`src/rtl/olmct_pkg.sv`:
```
// package: shared constants and types for the open-list min-cost table
`default_nettype none
package olmct_pkg;
   localparam int CAPACITY_DEF    = 64;
   localparam int COORD_WIDTH_DEF = 10;
   localparam int AGE_W           = 16;

   typedef enum logic [1:0] {
      CMD_INSERT  = 2'd0,
      CMD_FIND    = 2'd1,
      CMD_EXTRACT = 2'd2,
      CMD_NOP     = 2'd3
   } cmd_type;
endpackage
`default_nettype wire

```
`src/rtl/olmct_front.sv`:
```
// front end: accepts command words into a two-entry queue
`default_nettype none
module olmct_front #(
   parameter int CW = 10
) (
   input  wire logic          clock,
   input  wire logic          reset,
   input  wire logic          req_valid,
   output logic               req_stall,
   input  wire logic [1:0]    req_command,
   input  wire logic [CW-1:0] req_pos_x,
   input  wire logic [CW-1:0] req_pos_y,
   input  wire logic [31:0]   req_entry_cost,
   input  wire logic [31:0]   req_entry_payload,
   output logic               q_valid,
   input  wire logic          q_pop,
   output olmct_pkg::cmd_type q_cmd,
   output logic [CW-1:0]      q_x,
   output logic [CW-1:0]      q_y,
   output logic [31:0]        q_cost,
   output logic [31:0]        q_payload
);
   localparam int EW = 2 + 2*CW + 64;
   logic [EW-1:0] buf_ff [2];
   logic [1:0]    cnt_ff, cnt_in;
   logic          rd_ff, wr_ff;
   logic          push, pop;

   assign req_stall = cnt_ff[1];
   assign push = req_valid && !req_stall;
   assign pop  = q_pop && q_valid;
   assign q_valid = cnt_ff != 2'd0;
   assign q_cmd = olmct_pkg::cmd_type'(buf_ff[rd_ff][EW-1 -: 2]);
   assign q_x = buf_ff[rd_ff][2*CW+63 -: CW];
   assign q_y = buf_ff[rd_ff][CW+63 -: CW];
   assign q_cost = buf_ff[rd_ff][63:32];
   assign q_payload = buf_ff[rd_ff][31:0];
   assign cnt_in = cnt_ff + {1'b0, push} - {1'b0, pop};

   always_ff @(posedge clock) begin
      if (reset) begin
         cnt_ff <= '0;
         rd_ff <= 1'b0;
         wr_ff <= 1'b0;
      end else begin
         cnt_ff <= cnt_in;
         if (push) wr_ff <= ~wr_ff;
         if (pop) rd_ff <= ~rd_ff;
      end
      if (push) begin
         buf_ff[wr_ff] <= {req_command, req_pos_x, req_pos_y, req_entry_cost,
                           req_entry_payload};
      end
   end
endmodule
`default_nettype wire

```
`config.mk`:
```
export PLATFORM = sky130hd
export DESIGN_NAME = olmct_front
export DESIGN_NICKNAME = d
export VERILOG_FILES = /design/src/rtl/olmct_pkg.sv /design/src/rtl/olmct_front.sv
export SDC_FILE = /design/constraint.sdc
export NUM_CORES = 1
export LEC_CHECK = 0
export ABC_CLOCK_PERIOD_IN_PS = 7100
export BUFFER_PORTS_ARGS = -buffer_cell sky130_fd_sc_hd__buf_2
export CORE_ASPECT_RATIO = 1.25
export CORE_MARGIN = 5
export CORE_UTILIZATION = 52
export CTS_BUF_LIST = sky130_fd_sc_hd__clkbuf_16
export DETAILED_ROUTE_END_ITERATION = 8
export GPL_TIMING_DRIVEN = 0
export PLACE_DENSITY = 0.79
export SLEW_MARGIN = 20
export SYNTH_ARGS = -nofsm -noshare
export SYNTH_HDL_FRONTEND = slang
export SYNTH_SLANG_ARGS = --single-unit
```
`constraint.sdc`:
```
create_clock -name clock -period 7.1 [get_ports clock]
set_input_delay 1.775 -clock clock [delete_from_list [all_inputs] [get_ports clock]]
set_output_delay 1.775 -clock clock [all_outputs]
set_load 0.02 [all_outputs]
```
# --- After elaboration in Yosys (flattened, before gate mapping) ---
# Memory sizes are Yosys's and may differ from the RTL's. A register that Yosys moved wholly into a read port is not among the register bits.
# Index checks and enable logic that the tools add are counted.
totals:
  register_bits: 4
  n_memories: 1
  mem_bits_rw: 172
  output_inout_bits: 88
memory_table:
  columns: ["memory", "depth", "word_bits", "read_ports", "rd_ports_with_merged_regs", "wr", "line", "source"]
  rows:
  - ["buf_ff", 2, 86, 1, 1, 1, "olmct_front.sv:24", "logic [EW-1:0] buf_ff [2];"]
classes:
  bitwise_logic: 2
  reduce_logical: 4
  addsub: 2
  muxes: 4
op_table:
  columns: ["cell", "count"]
  rows:
  - ["2-to-1 mux 1 bit", 4]
  - ["adder 2 x 1 -> 2 bit", 1]
  - ["logical AND 1 bit", 2]
  - ["inverter 1 bit", 2]
  - ["nonzero test 2 bit", 1]
  - ["subtractor 2 x 1 -> 2 bit", 1]
  - ["logical NOT 1 bit", 1]

# --- Logic depth before layout (Yosys ltp) ---
logic_depth:
  word_depth: 4
  ltp_mapped: 6

# --- Least setup slack after synthesis ---
# No wires, ideal clock.
synth_timing:
  path_kind: "input to register"
  from: "input req_valid"
  to: "memory buf_ff[0][0] in the netlist's numbering, enable pin"
  required_ps: 6569
  slack_ps: 1093
  path_stages: 2
  path_buffers: 0
  arrival_time_ps: 5476
  cell_sequence: "nand2b_1 -> nor2_1"
synth_via:
  elab_chain_len: 3
synth_rtl:
  columns: ["element", "line", "source"]
  rows:
  - ["start, declared", "olmct_front.sv:8", "input wire logic req_valid,"]
  - ["logical AND 1 bit", "olmct_front.sv:30", "assign push = req_valid && !req_stall;"]
  - ["2-to-1 mux 1 bit", "olmct_front.sv:50", "if (push) begin"]
  - ["2-to-1 mux 1 bit (not written as such)", "olmct_front.sv:51", "buf_ff[wr_ff] <= {req_command, req_pos_x, req_pos_y, req_entry_cost,"]
  - ["end, declared", "olmct_front.sv:24", null]
# No other way between the ends.

==> flow_summary.toml <==
[power_and_ir_drop]
cellPowerDensity_nw_per_um2 = 346
power_leakage_nw = 3.30
p_total_mw = 2.94
max-vdd-ir-drop_v = 0.000257

[place]
portBuffers = 177
placed_area_sq_um = 7930
globalplace.congestion = 0.717
place_inst = 647
dp.final_hpwl_mm = 8.38

[yosys]
synth_cell_types = 22
yosysWarnings = 0
synthCells = 295
seq_area_frac_synth = 0.792
synth_nets = 386
synth.area.top_cells = "edfxtp_1 (78%), mux2_4 (9.0%), mux2_2 (7.8%), dfxtp_1 (1.5%), buf_12 (1.2%)"
yosys.area.top_type = "edfxtp_1"
syn_area_sq_um = 6650
avgSynthCellArea_sq_um = 22.5
ys_seq_elements = 177
netlist.area_leader.share = 0.777

[cells_and_area]
area_delta_synth_final_pct = 28.1
seq_area_sq_um = 5270
drive_above_1_share = 0.614
multi_input_area_sq_um = 1260
n_antenna_cell = 0
instances_no_fill = 678
nFillCells = 859
fin_nets = 589
design_area_sq_um = 8520

[critical_path]
r2r-start = "cnt_ff[1]"
r2r_cells = 5
worstSetupPathType = "reg2out"
timing.rr.end = "buf_ff[1][85]"
crit_end = "q_cost[0]"
endpoint_kind = "primary output"
cp-start-kind = "flop"
crit_required_ns = 5.33
crit_fanout = 10
worstPathArrival_ns = 1.67
regToRegSetupSlack_ns = 5.05

[grt]
antenna_found_initial = 1
grt_pass1_wl_mm = 18.6
track_usage = 0.161
grt_pass1_vias = 3727
grt_overflow = 0
grt_max_degree = 26

[clock_tree]
cts_setup_buffers = 0
clkSinkCount = 177
h-tree-depth = 4
cts_resized = 0
clockRootBuffer = "clkbuf_16"
clkTransAtPathRegs_ns = 0.06
cts_buffer_depth = 2
cts_tree = "built"
cts_buffers = 17
ctsHoldBuffers = 0
clk_latency_ns = 0.42

[hold_path]
hold_path.class = "reg2reg"

[detailed_routing]
ant_nets = 0
vias_per_cell = 5.01
wl_per_cell_microns = 17.8
drt_iter0_drc = 142
drt_first_pass_iters = 4
drcViolationCount = 0
vias = 3397
drt-total-wl_mm = 12.1

[sta]
max_slew_margin = 0.582
fin_crit_sh = 0.486
fin_setup_tns_ns = 0
grt_setup_unrepaired = "false"
fin_crit_ns = 3.45
setup_viol = 0
hold_violations = 0
worst_pin_slew_ns = 0.626
slew_violations = 0
skew_ns = 0.0100
max_freq_ghz = 0.290

[die]
die_area_sq_um = 15200
die_h_microns = 136
rows = 46
core_area_sq_um = 12600
chipWidth_microns = 111
io_pins = 178
start_util = 0.527

[run]
timing.max_cap.violations = 0

[outcome]
status = "complete, no violations"
[sequential cells by signal, summed over array words and instances, names as in the netlist, named ones only]
name,cells
buf_ff,172
cnt_ff,2
rd_ff,1
wr_ff,1
[cell type report]
type,count,area share
Multi-Input combinational cell,107,0.149
Clock buffer,17,0.0500
Buffer,10,0.0148
Inverter,1,0.000441
Timing Repair Buffer,184,0.125
Tap cell,168,0.0247
Sequential cell,177,0.618
Clock inverter,14,0.0184
[kinds of logic (layout without fill, tap and decap cells)]
group | after synthesis | in the layout | synth area share
and+or+nand+nor | 14 | 14 | 0.0115
muxes | 86 | 86 | 0.168
DFF | 177 | 177 | 0.792
xor gates and xnor gates | 2 | 2 | 0.00264
buffers and inverters | 11 | 226 | 0.0196
adders and majority gates | 1 | 1 | 0.00188
AOI/OAI and AO/OA | 4 | 4 | 0.00377
[cells in the final DEF (no fill, tap or decap), types with 2 or more instances in the layout]
cell type	count
buf_12	6
buf_16	5
buf_2	181
bufinv_16	2
clkbuf_16	17
clkinv_4	4
dfxtp_1	5
edfxtp_1	172
inv_1	3
inv_6	4
mux2_2	46
mux2_4	40
nor2_1	3
nor2_4	2
nor2b_1	3
nor3_1	2
o21ai_0	2
[how the worst min path moves through the flow]
stage / from / endpoint / depth (start not counted)
after floorplan: rd_ff / flop / 2
after global placement: rd_ff / rd_ff / 2
after detailed placement: rd_ff / flop / 2
after CTS: rd_ff / rd_ff / 2
after global routing: rd_ff / rd_ff / 2
final: rd_ff / flop / 2
[metal layers]
metal	GRT usage	routed length (microns)
met1	0.172	4440
met2	0.290	6500
met3	0.0610	925
met4	0.0602	189
met5	0	11
[worst max-delay path, stage by stage, from the launching register on]
cell and delay, ns:
dfxtp_1 0.32, buf_6 0.12, buf_2 0.26, mux2_2 0.39
buf_2 0.16
[power by group]
group | internal, mW | switching (mW) | leakage [nW]
logic | 0.328 | 0.397 | 1.36
registers | 1.28 | 0.0291 | 1.65
clock network | 0.523 | 0.386 | 0.289
[cell usage after synthesis]
cell type,count
a21o_1,1
and4bb_2,1
buf_12,4
buf_2,4
buf_6,1
buf_8,1
dfxtp_1,5
edfxtp_1,172
ha_1,1
inv_1,1
mux2_2,46
mux2_4,40
nand2_1,1
nand2b_1,1
nor2_1,5
nor2b_1,3
nor3_1,2
o21a_1,1
o21ai_0,2
or2_2,1
xnor2_1,1
xor2_1,1
[through the flow]
stage	utilization	hold slack, ns	worst slack (ns)
floorplan	-	0.472	1.09
global placement	0.614	0.486	-0.836
detailed placement	0.629	0.505	3.61
CTS	0.676	0.542	3.62
global route	0.676	0.580	3.55
finish	0.676	0.537	3.65
(Power assumes the default switching activity.)
